## config.mk

```make
export PLATFORM = sky130hd
export DESIGN_NAME = q2e_sqrt_cell
export DESIGN_NICKNAME = d
export VERILOG_FILES = /design/src/sv/quaternion_to_euler_bins_defines.svh /design/src/sv/q2e_pkg.sv /design/src/sv/q2e_sqrt_cell.sv
export SDC_FILE = /design/constraint.sdc
export NUM_CORES = 1
export LEC_CHECK = 0
export ABC_AREA = 1
export BUFFER_PORTS_ARGS = -buffer_cell sky130_fd_sc_hd__buf_2
export CORE_AREA = 2 2 247 249
export DETAILED_ROUTE_END_ITERATION = 12
export DIE_AREA = 0 0 249 251
export SLEW_MARGIN = 20
export SYNTH_ARGS = -nofsm -noshare
export SYNTH_HDL_FRONTEND = slang
export SYNTH_SLANG_ARGS = --single-unit
```

## constraint.sdc

```tcl
create_clock -name clk -period 0.99 [get_ports clk]
set_input_delay 0.099 -clock clk [delete_from_list [all_inputs] [get_ports clk]]
set_output_delay 0.099 -clock clk [all_outputs]
set_load 0.01 [all_outputs]
```

## src/sv/quaternion_to_euler_bins_defines.svh

```systemverilog
// Assertion helpers used by quaternion_to_euler_bins.sv.
`ifndef QUATERNION_TO_EULER_BINS_DEFINES_SVH
`define QUATERNION_TO_EULER_BINS_DEFINES_SVH

// Property that holds at every clock edge outside reset.
`define Q2E_ASSERT_ALWAYS(label, prop, msg) \
    label: assert property (@(posedge clk) disable iff (!rst_n) (prop)) else $error(msg);

// Antecedent in a cycle implies consequent in the next.
`define Q2E_ASSERT_NEXT(label, ante, cons, msg) \
    label: assert property (@(posedge clk) disable iff (!rst_n) (ante) |=> (cons)) \
        else $error(msg);

`endif

```

## src/sv/q2e_pkg.sv

```systemverilog
`timescale 1ns / 1ps
`default_nettype none

package q2e_pkg;

    localparam int BIN_COUNT     = 18;
    localparam int CORDIC_STAGES = 16;
    localparam int ATAN_TAB_LEN  = 24;
    localparam int CORDIC_USED   = (CORDIC_STAGES < ATAN_TAB_LEN) ? CORDIC_STAGES : ATAN_TAB_LEN;
    localparam int BW            = 8;   // bin width before masking
    localparam int QW            = 16;  // input component width
    localparam int MW            = 32;  // product width
    localparam int PW            = 34;  // Q28 argument width
    localparam int VW            = 38;  // CORDIC vector width
    localparam int ZW            = 35;  // binary angle width
    localparam int NW            = 57;  // square root radicand width
    localparam int SQRT_STEPS    = 29;
    localparam int SHW           = 5;

    localparam logic signed [ZW-1:0] HALF_TURN    = ZW'(64'sd2147483648);
    localparam logic signed [ZW-1:0] QUARTER_TURN = ZW'(64'sd1073741824);
    localparam logic signed [PW-1:0] ONE_Q28      = PW'(64'sd268435456);
    localparam logic [NW-1:0]        ONE_SQ       = NW'(1) << 56;

    typedef struct packed {
        logic signed [VW-1:0] x;
        logic signed [VW-1:0] y;
        logic signed [ZW-1:0] z;
        logic                 hold;  // angle already final
    } vec_t;

    typedef vec_t [2:0] vec3_t;      // roll, pitch, yaw

    typedef struct packed {
        logic [NW-1:0] n;
        logic [NW-1:0] r;
    } root_t;

    typedef struct packed {
        logic signed [PW-1:0] roll_n;
        logic signed [PW-1:0] roll_d;
        logic signed [PW-1:0] yaw_n;
        logic signed [PW-1:0] yaw_d;
        logic signed [PW-1:0] s;
    } pay_t;

    function automatic logic signed [ZW-1:0] atan_turn(input logic [SHW-1:0] idx);
        logic [31:0] a;
        case (idx)
            5'd0:    a = 32'h20000000;
            5'd1:    a = 32'h12E4051D;
            5'd2:    a = 32'h09FB385B;
            5'd3:    a = 32'h051111D4;
            5'd4:    a = 32'h028B0D43;
            5'd5:    a = 32'h0145D7E1;
            5'd6:    a = 32'h00A2F61E;
            5'd7:    a = 32'h00517C55;
            5'd8:    a = 32'h0028BE53;
            5'd9:    a = 32'h00145F2E;
            5'd10:   a = 32'h000A2F98;
            5'd11:   a = 32'h000517CC;
            5'd12:   a = 32'h00028BE6;
            5'd13:   a = 32'h000145F3;
            5'd14:   a = 32'h0000A2F9;
            5'd15:   a = 32'h0000517C;
            5'd16:   a = 32'h000028BE;
            5'd17:   a = 32'h0000145F;
            5'd18:   a = 32'h00000A2F;
            5'd19:   a = 32'h00000517;
            5'd20:   a = 32'h0000028B;
            5'd21:   a = 32'h00000145;
            5'd22:   a = 32'h000000A2;
            5'd23:   a = 32'h00000051;
            default: a = 32'h0;
        endcase
        return $signed({{(ZW-32){1'b0}}, a});
    endfunction

endpackage

`default_nettype wire

```

## src/sv/q2e_sqrt_cell.sv

```systemverilog
`timescale 1ns / 1ps
`default_nettype none

// One digit of the restoring square root; carries the angle arguments along.
module q2e_sqrt_cell (
    input  wire logic              clk,
    input  wire logic              rst_n,
    input  wire logic              en,
    input  wire logic [q2e_pkg::NW-1:0] step_bit,
    input  wire logic              in_valid,
    input  wire q2e_pkg::root_t    in_root,
    input  wire q2e_pkg::pay_t     in_pay,
    output logic                   out_valid,
    output q2e_pkg::root_t         out_root,
    output q2e_pkg::pay_t          out_pay
);

    logic [q2e_pkg::NW-1:0] trial;
    q2e_pkg::root_t         root_next;

    always_comb
    begin
        trial = in_root.r + step_bit;
        if (in_root.n >= trial)
        begin
            root_next.n = in_root.n - trial;
            root_next.r = (in_root.r >> 1) + step_bit;
        end
        else
        begin
            root_next.n = in_root.n;
            root_next.r = in_root.r >> 1;
        end
    end

    always_ff @(posedge clk or negedge rst_n)
    begin
        if (!rst_n)
            out_valid <= 1'b0;
        else if (en)
            out_valid <= in_valid;
    end

    always_ff @(posedge clk)
    begin
        if (en)
        begin
            out_root <= root_next;
            out_pay  <= in_pay;
        end
    end

endmodule

`default_nettype wire

```

# After elaboration in Yosys (flattened, before gate mapping)
# Cells that the tools add are included.
[totals] wordCells=14 out_inout_bits=285 ff_bits=285
[classes] order_cmp=1 add_sub_neg=3 mux=1
[ops] cell="$mux 114" n=1
[ops] cell="$add 56x57->57" n=1
[ops] cell="$add 57x57->57" n=1
[ops] cell="$ge 57x57->1" n=1
[ops] cell="$sub 57x57->57" n=1

# Logic depth before layout (Yosys ltp)
[logic_depth] ltp_word=3 mapped_depth=29 mapped_depth_nobuf=28

# Least setup slack after synthesis
# OpenSTA, ideal clock, no wires.
[synth_timing] path_type="input to register" startpoint="in step_bit[0] (netlist bit)" endpoint="reg out_root[76] (netlist bit), data pin" arrival_time_ns=3.235 path_stages=24 n_path_buf=1 setup_time_ns=0.266 required_time_ns=0.724 slack_ns=-2.512 cell_sequence="ha_1 inv_1 fa_1 inv_1 nand3_1 nand2_1 nand2_1 nand2_1 a21oi_1 o21ai_0 nand2_1 nand3b_1 nand2_1 ha_1 nand2_1 nor2_2 inv_2 nor2_2 nand2_1 nor2_2 nand3_2 nand3_2 clkbuf_1 o21ai_0"
[synth_lines] element="from (decl)" line="q2e_sqrt_cell.sv:9" rtl="input wire logic [q2e_pkg::NW-1:0] step_bit,"
[synth_lines] element="to (signal assigned)" line="q2e_sqrt_cell.sv:48" rtl="out_root <= root_next;"
[synth_lines] element="to (decl)" line="q2e_sqrt_cell.sv:14" rtl="output q2e_pkg::root_t out_root,"

==> results.toml <==
[outcome]
outcome = "finished, violations left"
violations = "setup timing"

[drt]
drt_iter0_drc = 2227
routed_via_density = 4.99
routed_wl_um = 118000
route.detailed.drc = 0
wire_per_inst_um = 19.1
drt_pass1_iterations = 5
num_vias = 30900
postRouteAntennaNets = 0

[yosys]
synthFlopType = "edfxtp_1"
netlist_area_mm2 = 0.0243
synth.distinct_cells = 43
ys_seq_elements = 285
yosys_warnings = 0
async_reset_ff_share_pct = 0.351
synthCells = 3615
syn_nets = 4132
syn_area_per_cell_um2 = 6.73
synth_edf_count = 284
synth_seq_area_share_pct = 35.1

[critical_path]
slowest_delay_ns = 0.31
cpMostUsedCell = "nand2_2"
path_max_fanout = 7
timing.rr.end = "out_valid"
rr_startpoint = "out_valid"
critPathLaunchType = "input port"
crit_slowest_cell = "ha_1"
r2r_slack_ns = 0.11
cp.required_ns = 1.34
crit_path_end_kind = "flop"
r2r_cells = 2
arrival_ns = 3.61
critical_path_class = "in -> reg"

[hold_path]
holdPathEnd = "out_root[13]"
hold_path_class = "in -> reg"
hold_depth = 4
hold_start = "in_root[14]"

[placed_design]
place_congestion = 0.991
io_buffer_count = 629
dpl_cell_area_mm2 = 0.0347
place.detailed.instances = 5784
hpwlAfterDp_um = 91100

[die]
start_util_pct = 40.7
row_count = 90
core-area_mm2 = 0.0598
die-height_um = 251
dieArea_mm2 = 0.0625
pin_count = 630
die_w_um = 249

[timing]
hold_ws_ns = 0.0168
setup_viol = 399
worst_pin_slew_ns = 0.465
fin_skew_ns = 0
slew_viol_final = 0
fmax_ghz = 0.306
fin_crit_sh_pct = 330
slew_headroom_pct = 69.0
rsz0062_at_grt = "true"
worst_slack_ns = -2.27
hold_viol = 0
period_minus_slack_ns = 3.26

[clock_network]
worstSkewPairLatency_ns = 0.59
cts_made_buffers = 30
clockBufferDepth = 3
clock_sinks = 285
cts_tree = "yes"
cts-root-buf = "clkbuf_16"
cts_max_level = 1
clk_pin_slew_ns = 0.06

[job]
maxCapViolCount = 0

[global_route]
gr-usage-all-layers_pct = 35.6
antenna_found_initial = 6
grt_max_degree = 34
grt_pass1_vias = 30400
grt_pass1_wl_um = 171000
grt-ovfl-total = 0

[layout]
nets = 5897
design_area_mm2 = 0.0428
drive_gt1_share_pct = 41.3
syn_to_final_growth_pct = 75.8
final-instance-count-excl-fill = 6190
nFillCells = 4827
fin_util_pct = 71.6

[power]
ir_worst_vdd_mv = 1.18
power_density_mw_per_mm2 = 1440
p_leak_nw = 22.0
==> synthesized netlist by cell type, drive strengths merged (2+ instances only) <==
cell type | n | area share [%]
a21boi | 3 | 0.093
buf | 19 | 0.67
nor3 | 38 | 0.78
nand4 | 94 | 2.4
o21bai | 9 | 0.28
nor4 | 4 | 0.10
or2 | 3 | 0.077
o21a | 2 | 0.062
xnor2 | 27 | 0.97
and2 | 14 | 0.36
a21oi | 176 | 3.6
edfxtp | 284 | 35
clkbuf | 17 | 0.26
inv | 708 | 11
o21ai | 124 | 2.6
nand3 | 170 | 3.6
fa | 3 | 0.25
xor2 | 69 | 2.5
nand2 | 1327 | 20
nor2 | 313 | 4.9
nand3b | 33 | 1.0
ha | 169 | 8.7
==> worst max-delay path: cells and delay by family <==
family / cells / cell delay [ns]
simple gates: 13 / 1.26
compound gates: 4 / 0.72
buf+inv: 6 / 0.69
fa+ha+maj: 2 / 0.60
xor+xnor: 1 / 0.24
==> through the flow <==
step / power, W / setup WS, ns / TNS [ns]
after global placement: 0.0425 / -3.21 / -355.64
final: 0.0616 / -2.27 / -313.18
after CTS: 0.0587 / -2.01 / -290.20
after global routing: 0.0647 / -2.35 / -331.97
after detailed placement: 0.0427 / -3.20 / -353.25
after floorplan: 0.0290 / -2.16 / -245.16
==> cell type report <==
class / instances / area [um2] / share of cell area, %
Antenna cell: 5 / 12.5 / 0.0292
Clock buffer: 34 / 787 / 1.84
Clock inverter: 21 / 206 / 0.482
Inverter: 709 / 2660 / 6.23
Multi-Input combinational cell: 2585 / 16500 / 38.5
Sequential cell: 285 / 8550 / 20.0
Tap cell: 782 / 978 / 2.29
Timing Repair Buffer: 1769 / 13100 / 30.7
==> power breakdown <==
group	switching (W)	internal [W]	leakage, nW	total (W)
sequential	0.000550	0.0154	2.79	0.0160
combinational	0.0184	0.0156	18.7	0.0339
clock	0.00516	0.00652	0.483	0.0117
==> routing by layer <==
layer	share of wire, %	GRT usage [%]
met5	0	0
met4	5.6	16.5
met3	6.5	3.12
met2	48	63.1
met1	40	44.0
==> flip-flops by register name, summed over array words and instances, names as in the netlist <==
| register | count |
|---|---|
| out_root | 114 |
| out_valid | 1 |
| out_pay | 170 |
==> cells by family after synthesis <==
logic type,after synthesis,synth area share (%)
adders and majority gates,172,8.94
DFF,285,35.1
AOI/OAI and AO/OA,318,6.74
xor gates and xnor gates,96,3.46
buffers and inverters,745,11.9
muxes,1,0.0463
and+or+nand+nor,1998,33.8
==> repair_timing <==
| item | in CTS | in global routing |
|---|---|---|
| setup endpoints to repair | 399 | 399 |
| hold buffers | 248 | 0 |
| cloned | 5 | 5 |
| setup buffers | 61 | 34 |
| hold endpoints to repair | 292 | 0 |
| pin swaps | 165 | 100 |
| gates resized for setup | 590 | 327 |
==> cell usage in the layout (no fill, tap or decap), types with 32 or more instances in the layout <==
cell / n
clkbuf_16: 36
nand2_2: 155
nand3_2: 59
a21oi_2: 58
nand3_1: 97
nand2_1: 1138
inv_2: 46
nor2_2: 62
buf_4: 826
o21ai_0: 32
buf_6: 52
xor2_1: 66
dlygate4sd3_1: 248
ha_4: 76
buf_2: 602
inv_1: 661
nor2_1: 195
ha_1: 91
edfxtp_1: 284
nand4_1: 94
nand3b_1: 33
nand2_4: 32
o21ai_1: 60
a21oi_1: 91
nor2_4: 56
==> worst max-delay path by stage <==
stage,startpoint,end,slack [ns],cells after the start
3_3_place_gp,in_root[14],out_root[22],-3.21,21
2_1_floorplan,step_bit[0],out_root[113],-2.16,28
6_report,step_bit[10],out_root[45],-2.27,26
5_1_grt,step_bit[8],out_root[1],-2.35,26
4_1_cts,in_root[0],out_root[36],-2.01,28
3_5_place_dp,in_root[14],out_root[110],-3.20,23
Note: power is estimated with default switching activity, not from simulation.
