### config.mk
export PLATFORM = sky130hd
export DESIGN_NAME = q2e_cordic_cell
export DESIGN_NICKNAME = d
export VERILOG_FILES = /design/src/sv/quaternion_to_euler_bins_defines.svh /design/src/sv/q2e_pkg.sv /design/src/sv/q2e_cordic_cell.sv
export SDC_FILE = /design/constraint.sdc
export NUM_CORES = 2
export LEC_CHECK = 0
export ABC_CLOCK_PERIOD_IN_PS = 900
export BUFFER_PORTS_ARGS = -buffer_cell sky130_fd_sc_hd__buf_2
export CAP_MARGIN = 5
export CORE_MARGIN = 2
export CORE_UTILIZATION = 55
export CTS_BUF_LIST = sky130_fd_sc_hd__clkbuf_4
export CTS_CLUSTER_DIAMETER = 100
export CTS_CLUSTER_SIZE = 40
export DETAILED_ROUTE_END_ITERATION = 10
export PLACE_DENSITY = 0.78
export SKIP_LAST_GASP = 1
export SYNTH_ARGS = -nofsm -noshare
export SYNTH_HDL_FRONTEND = slang
export SYNTH_SLANG_ARGS = --single-unit
export TNS_END_PERCENT = 100
### constraint.sdc
create_clock -name clk -period 0.9 [get_ports clk]
set_input_delay 0.045 -clock clk [delete_from_list [all_inputs] [get_ports clk]]
set_output_delay 0.045 -clock clk [all_outputs]
set_load 0.05 [all_outputs]
### src/sv/quaternion_to_euler_bins_defines.svh
// Assertion helpers used by quaternion_to_euler_bins.sv.
`ifndef QUATERNION_TO_EULER_BINS_DEFINES_SVH
`define QUATERNION_TO_EULER_BINS_DEFINES_SVH

// Property that holds at every clock edge outside reset.
`define Q2E_ASSERT_ALWAYS(label, prop, msg) \
    label: assert property (@(posedge clk) disable iff (!rst_n) (prop)) else $error(msg);

// Antecedent in a cycle implies consequent in the next.
`define Q2E_ASSERT_NEXT(label, ante, cons, msg) \
    label: assert property (@(posedge clk) disable iff (!rst_n) (ante) |=> (cons)) \
        else $error(msg);

`endif

### src/sv/q2e_pkg.sv
`timescale 1ns / 1ps
`default_nettype none

package q2e_pkg;

    localparam int BIN_COUNT     = 18;
    localparam int CORDIC_STAGES = 16;
    localparam int ATAN_TAB_LEN  = 24;
    localparam int CORDIC_USED   = (CORDIC_STAGES < ATAN_TAB_LEN) ? CORDIC_STAGES : ATAN_TAB_LEN;
    localparam int BW            = 8;   // bin width before masking
    localparam int QW            = 16;  // input component width
    localparam int MW            = 32;  // product width
    localparam int PW            = 34;  // Q28 argument width
    localparam int VW            = 38;  // CORDIC vector width
    localparam int ZW            = 35;  // binary angle width
    localparam int NW            = 57;  // square root radicand width
    localparam int SQRT_STEPS    = 29;
    localparam int SHW           = 5;

    localparam logic signed [ZW-1:0] HALF_TURN    = ZW'(64'sd2147483648);
    localparam logic signed [ZW-1:0] QUARTER_TURN = ZW'(64'sd1073741824);
    localparam logic signed [PW-1:0] ONE_Q28      = PW'(64'sd268435456);
    localparam logic [NW-1:0]        ONE_SQ       = NW'(1) << 56;

    typedef struct packed {
        logic signed [VW-1:0] x;
        logic signed [VW-1:0] y;
        logic signed [ZW-1:0] z;
        logic                 hold;  // angle already final
    } vec_t;

    typedef vec_t [2:0] vec3_t;      // roll, pitch, yaw

    typedef struct packed {
        logic [NW-1:0] n;
        logic [NW-1:0] r;
    } root_t;

    typedef struct packed {
        logic signed [PW-1:0] roll_n;
        logic signed [PW-1:0] roll_d;
        logic signed [PW-1:0] yaw_n;
        logic signed [PW-1:0] yaw_d;
        logic signed [PW-1:0] s;
    } pay_t;

    function automatic logic signed [ZW-1:0] atan_turn(input logic [SHW-1:0] idx);
        logic [31:0] a;
        case (idx)
            5'd0:    a = 32'h20000000;
            5'd1:    a = 32'h12E4051D;
            5'd2:    a = 32'h09FB385B;
            5'd3:    a = 32'h051111D4;
            5'd4:    a = 32'h028B0D43;
            5'd5:    a = 32'h0145D7E1;
            5'd6:    a = 32'h00A2F61E;
            5'd7:    a = 32'h00517C55;
            5'd8:    a = 32'h0028BE53;
            5'd9:    a = 32'h00145F2E;
            5'd10:   a = 32'h000A2F98;
            5'd11:   a = 32'h000517CC;
            5'd12:   a = 32'h00028BE6;
            5'd13:   a = 32'h000145F3;
            5'd14:   a = 32'h0000A2F9;
            5'd15:   a = 32'h0000517C;
            5'd16:   a = 32'h000028BE;
            5'd17:   a = 32'h0000145F;
            5'd18:   a = 32'h00000A2F;
            5'd19:   a = 32'h00000517;
            5'd20:   a = 32'h0000028B;
            5'd21:   a = 32'h00000145;
            5'd22:   a = 32'h000000A2;
            5'd23:   a = 32'h00000051;
            default: a = 32'h0;
        endcase
        return $signed({{(ZW-32){1'b0}}, a});
    endfunction

endpackage

`default_nettype wire

### src/sv/q2e_cordic_cell.sv
`timescale 1ns / 1ps
`default_nettype none

// One vectoring CORDIC micro-rotation for the roll, pitch and yaw vectors.
module q2e_cordic_cell (
    input  wire logic                     clk,
    input  wire logic                     rst_n,
    input  wire logic                     en,
    input  wire logic [q2e_pkg::SHW-1:0]  shift,
    input  wire logic                     in_valid,
    input  wire q2e_pkg::vec3_t           in_vec,
    output logic                          out_valid,
    output q2e_pkg::vec3_t                out_vec
);

    q2e_pkg::vec3_t             vec_next;
    logic signed [q2e_pkg::ZW-1:0] step_ang;

    assign step_ang = q2e_pkg::atan_turn(shift);

    always_comb
    begin
        for (int k = 0; k < 3; k++)
        begin
            vec_next[k] = in_vec[k];
            if (!in_vec[k].hold)
            begin
                if (in_vec[k].y > 0)
                begin
                    vec_next[k].x = in_vec[k].x + (in_vec[k].y >>> shift);
                    vec_next[k].y = in_vec[k].y - (in_vec[k].x >>> shift);
                    vec_next[k].z = in_vec[k].z + step_ang;
                end
                else
                begin
                    vec_next[k].x = in_vec[k].x - (in_vec[k].y >>> shift);
                    vec_next[k].y = in_vec[k].y + (in_vec[k].x >>> shift);
                    vec_next[k].z = in_vec[k].z - step_ang;
                end
            end
        end
    end

    always_ff @(posedge clk or negedge rst_n)
    begin
        if (!rst_n)
            out_valid <= 1'b0;
        else if (en)
            out_valid <= in_valid;
    end

    always_ff @(posedge clk)
    begin
        if (en)
            out_vec <= vec_next;
    end

endmodule

`default_nettype wire

==> summary.md, run 1 <==
| Metric | Value |
|---|---|
| Largest net degree at the start of global routing | 84 |
| Syn Nets | 6802 |
| H-tree depth reported by CTS | 1 |
| Initial core utilization | 55.50% |
| GP Congestion | 1.123 |
| Async SR Flop Fraction | 0.2967% |
| Port bufs | 681 |
| Avg Synthesized Cell Area | 8.485 um2 |
| Num CTS Buffers | 19 |
| Most common cell in the synthesized netlist | nand2_1 |
| Outcome | aborted with a tool error |
| Commonest cells in the netlist | 735 x nand2_1, 592 x o21ai_0, 454 x a21oi_1 |
| Synthesis-stage register bit count | 337 |
| Post-synth cell types | 108 |
| Row Count | 112 |
| Synth area leader | edfxtp_1 |
| Seq/Total Area, Yosys | 19.53% |
| GRT Total Usage | 79.82% |
| Clock root buffer | clkbuf_4 |
| Top-Level Pins | 682 |
| Synth warnings | 0 |
| Top post-synthesis cells by area | edfxtp_1 19%, mux4_2 13%, ha_1 8.3%, o21ai_0 5.7%, nand2_1 5.3% |
| Log Error | [ERROR GRT-0116] Global routing finished with congestion. Check the congestion regions in the DRC Viewer. |
| Die Wd | 310.9 um |
| Ys flop type | edfxtp_1 |
| CTS sink cnt | 337 |
| Die Ht | 310.9 um |
| Post-synth top area share | 19.48% |
| Post-synthesis instance total | 6105 |
| Congestion Overflow GR | 645 |
| First-pass GRT wire length | 594000 um |
| Detail Placement HPWL | 200800 um |
| Vias in the first global route | 89290 |
| CTS Buffer Depth | 3 |
| Number of synthesized flops with an enable pin | 336 |
| Last stage | global routing |
| Post-synthesis cell area | 51800 um2 |
## repair_timing
item,CTS
hold buffers,470
resized for setup,541
cloned,12
pin swaps,314
buffers inserted,209
hold endpoints to repair,674
setup endpoints to repair,670
## layer usage
layer / overflow / global-route usage, %
met2: 348 / 97.19
met4: 227 / 79.52
met5: 3 / 30.73
met1: 28 / 79.40
met3: 39 / 64.46
## cells by family after synthesis
logic type,Yosys count,share of synthesized area [%]
flip-flops,337,19.53
multiplexers,638,19.68
buffers and inverters,519,4.292
adder cells (fa/ha/maj),352,8.633
AO/OA/AOI/OAI,1915,23.05
XOR/XNOR,474,8.014
AND/OR/NAND/NOR,1870,16.80
## stage by stage
stage | setup WS (ns) | hold WS, ns | instances | cell area [um2]
after floorplan | -5.305 | -0.2506 | 6105 | 52680
after global placement | -5.438 | -0.1800 | 10130 | 74710
after detailed placement | -5.734 | -0.1761 | 10130 | 74710
after CTS | -4.077 | -0.6233 | 10840 | 83930
==> run 2: changes to the inputs <==
--- a/config.mk
+++ b/config.mk
@@ -9,12 +9,9 @@
 export BUFFER_PORTS_ARGS = -buffer_cell sky130_fd_sc_hd__buf_2
 export CAP_MARGIN = 5
 export CORE_MARGIN = 2
-export CORE_UTILIZATION = 55
-export CTS_BUF_LIST = sky130_fd_sc_hd__clkbuf_4
-export CTS_CLUSTER_DIAMETER = 100
-export CTS_CLUSTER_SIZE = 40
+export CORE_UTILIZATION = 40
 export DETAILED_ROUTE_END_ITERATION = 10
-export PLACE_DENSITY = 0.78
+export PLACE_DENSITY_LB_ADDON = 0.15
 export SKIP_LAST_GASP = 1
 export SYNTH_ARGS = -nofsm -noshare
 export SYNTH_HDL_FRONTEND = slang
==> run 2 against run 1 <==
Against the previous run:
- the flow now finishes, with violations (negative setup slack)
- synthesized cell count unchanged
- synthesized area is the same
==> summary.md, run 2 <==
| Metric | Value |
|---|---|
| Syn Nets | 6802 (unchanged) |
| First-pass iteration count of the detailed router | 8 |
| Synth area leader | edfxtp_1 |
| CTS Buffer Depth | 3 (unchanged) |
| Number of synthesized flops with an enable pin | 336 (unchanged) |
| Vias in the first global route | 64100 |
| Setup crit end kind | flop |
| Final period util | 601.3% |
| Post-route ant nets | 0 |
| GP Congestion | 1.008 (-10%) |
| Synth warnings | 0 (unchanged) |
| Slew @ Worst Pin | 0.9400 ns |
| Finish-stage setup viols | 715 |
| Clk_skew | 0 ns |
| Max-slew headroom | 37.20% |
| Reg2reg start | out_valid$_DFFE_PN0P_ |
| Async SR Flop Fraction | 0.2967% (unchanged) |
| WS Path Type | in2reg |
| Outcome | complete, but fails checks |
| Max reg flops | 336 |
| Worst R2R Path Depth | 1 |
| Area delta synth->final | 67.19% |
| Critical path's slowest cell | mux4_2 |
| Post-synth cell types | 108 (unchanged) |
| Placed Area | 76740 um2 (+2.7%) |
| Setup ws final | -4.511 ns |
| Initial core utilization | 40.16% (-15 points) |
| Power Density | 1454 nW/um2 |
| Port bufs | 681 (unchanged) |
| Clock transition at path regs | 0.07 ns |
| Top-Level Pins | 682 (unchanged) |
| CP arrival | 5.83 ns |
| First-pass GRT wire length | 394100 um |
| Largest reg by FF count | out_vec |
| Num CTS Buffers | 40 (+21) |
| Crit path required time | 1.31 ns |
| Initial antenna violation count | 16 |
| DRC viols | 0 |
| Die area | 132400 um2 |
| Crit-path max FO | 7 |
| H-tree depth reported by CTS | 2 (+1) |
| Core area | 129000 um2 |
| Die Wd | 363.9 um (+17%) |
| Largest net degree at the start of global routing | 69 |
| Hold path cells | 4 |
| CP max stage delay | 0.58 ns |
| Seq/Total Area, Yosys | 19.53% (unchanged) |
| Avg Synthesized Cell Area | 8.485 um2 (unchanged) |
| Commonest non-fill, non-tap cell in the layout | buf_4 |
| Row Count | 132 (+18%) |
| Via count | 65290 |
| Reg area | 10110 um2 |
| WL/cell | 23.98 um |
| CP Launch Type | input pin |
| Largest registers | out_vec x336, out_valid x1 |
| Finished Core Util | 67.14% |
| Leak pwr | 0.03948 uW |
| Via density per instance | 5.767 |
| Die Ht | 363.9 um (+17%) |
| R2R Setup Slk | 0.16 ns |
| Post-synthesis instance total | 6105 (unchanged) |
| Violated checks | negative setup slack |
| RR Endpoint | out_valid$_DFFE_PN0P_ |
| Type of the worst min-delay path | in2reg |
| Worst skew pair latency | 0.62 ns |
| Final hold vios | 0 |
| Initial DRC count | 5767 |
| Ys flop type | edfxtp_1 |
| WHS Endpoint | out_vec[215]$_DFFE_PP_ |
| Total power | 125900 uW |
| Critical path origin | shift[0] |
| Nets | 10240 |
| Detail Placement HPWL | 214700 um (+6.9%) |
| Commonest cells in the netlist | 735 x nand2_1, 592 x o21ai_0, 454 x a21oi_1 |
| Post-synth top area share | 19.48% (unchanged) |
| Most frequent cells in the layout | 2607 x buf_4, 709 x nand2_1, 672 x buf_2 |
| Max Transition Viols Final | 0 |
| Filler cells | 10650 |
| Share of layout cells above drive strength 1 | 48.18% |
| Most common cell in the synthesized netlist | nand2_1 |
| Congestion Overflow GR | 0 |
| Routed WL | 271500 um |
| Maximum clock frequency | 184.8 MHz |
| Design area | 86600 um2 |
| Clock root buffer | clkbuf_16 |
| Worst slack at placement | -5.578 ns (+0.1554 ns) |
| Post-synthesis cell area | 51800 um2 (unchanged) |
| Hold Crit Start | in_vec[215] |
| Top post-synthesis cells by area | edfxtp_1 19%, mux4_2 13%, ha_1 8.3%, o21ai_0 5.7%, nand2_1 5.3% |
| GRT Total Usage | 39.13% |
| Fin crit period | 5.411 ns |
| CTS sink cnt | 337 (unchanged) |
| Max IR drop VDD | 1912 uV |
| CTS tree | yes |
| Max-cap viol count | 0 |
| Synthesis-stage register bit count | 337 (unchanged) |
| RSZ-0062 raised after global routing | true |
| Area of the multi-input gates | 43440 um2 |
-- run 2: cell counts after synthesis --
No cell type changed its count.
-- run 2: final cells by class --
type / instances / area share (%)
Timing Repair Buffer: 3759 / 33.39
Clock buffer: 47 / 1.186
Multi-Input combinational cell: 5249 / 50.16
Tap cell: 1742 / 2.517
Antenna cell: 8 / 0.02312
Sequential cell: 337 / 11.68
Inverter: 155 / 0.7123
Clock inverter: 25 / 0.3308
-- run 2: worst max-delay path, delay by kind of cell --
family,cells,cell delay (ns)
fa+ha+maj,1,0.32
compound gates,6,1.24
xor+xnor,3,0.45
buf+inv,8,0.98
simple gates,10,1.88
mux,3,0.86
-- run 2: how the worst max path moves through the flow --
stage | depth (start not counted) | end | slack, ns
6_report | 31 | out_vec[335]$_DFFE_PP_ | -4.51
5_1_grt | 30 | out_vec[335]$_DFFE_PP_ | -4.68
3_5_place_dp | 27 | out_vec[334]$_DFFE_PP_ | -5.58
2_1_floorplan | 35 | out_vec[258]$_DFFE_PP_ | -5.30
3_3_place_gp | 26 | out_vec[324]$_DFFE_PP_ | -5.56
4_1_cts | 27 | out_vec[297]$_DFFE_PP_ | -4.43
-- run 2: timing repair --
item / CTS / global route
gates resized for setup: 457 / 451
hold buffers: 290 / 2
pin swaps: 236 / 344
endpoints found under the setup margin: 670 / 702
buffers inserted: 107 / 107
cloned: 8 / 3
endpoints found under the hold margin: 296 / 2
-- run 2: per-stage QoR --
step	setup TNS (ns)	hold WS [ns]	instances
finish	-1262.37	0.01141	11320
global route	-1336.96	0.008428	11320
detailed placement	-1438.31	-0.1787	10770
global placement	-1422.03	-0.1806	10770
CTS	-1251.20	0.0002523	11230
floorplan	-1312.90	-0.2506	6105
-- run 2: logic make-up after synthesis --
group           Yosys count  share of synthesized area (%)
buf+inv                 519                          4.292
simple gates           1870                          16.80
mux                     638                          19.68
xor+xnor                474                          8.014
compound gates         1915                          23.05
fa+ha+maj               352                          8.633
flops                   337                          19.53
-- run 2: routing by layer --
| metal | GRT usage (%) | wire length (um) | vias to the layer above |
|---|---|---|---|
| met2 | 64.30 | 125500 | 2998 |
| li1 | - | - | 30100 |
| met5 | 0 | 119 | - |
| met3 | 6.491 | 21170 | 744 |
| met1 | 49.26 | 107900 | 31430 |
| met4 | 20.49 | 16780 | 18 |
-- run 2: report_power, final --
| part | internal [uW] | switching (uW) |
|---|---|---|
| sequential | 20800 | 823 |
| combinational | 40000 | 47100 |
| clock | 9670 | 7620 |
Note: power is estimated with default switching activity, not from simulation.
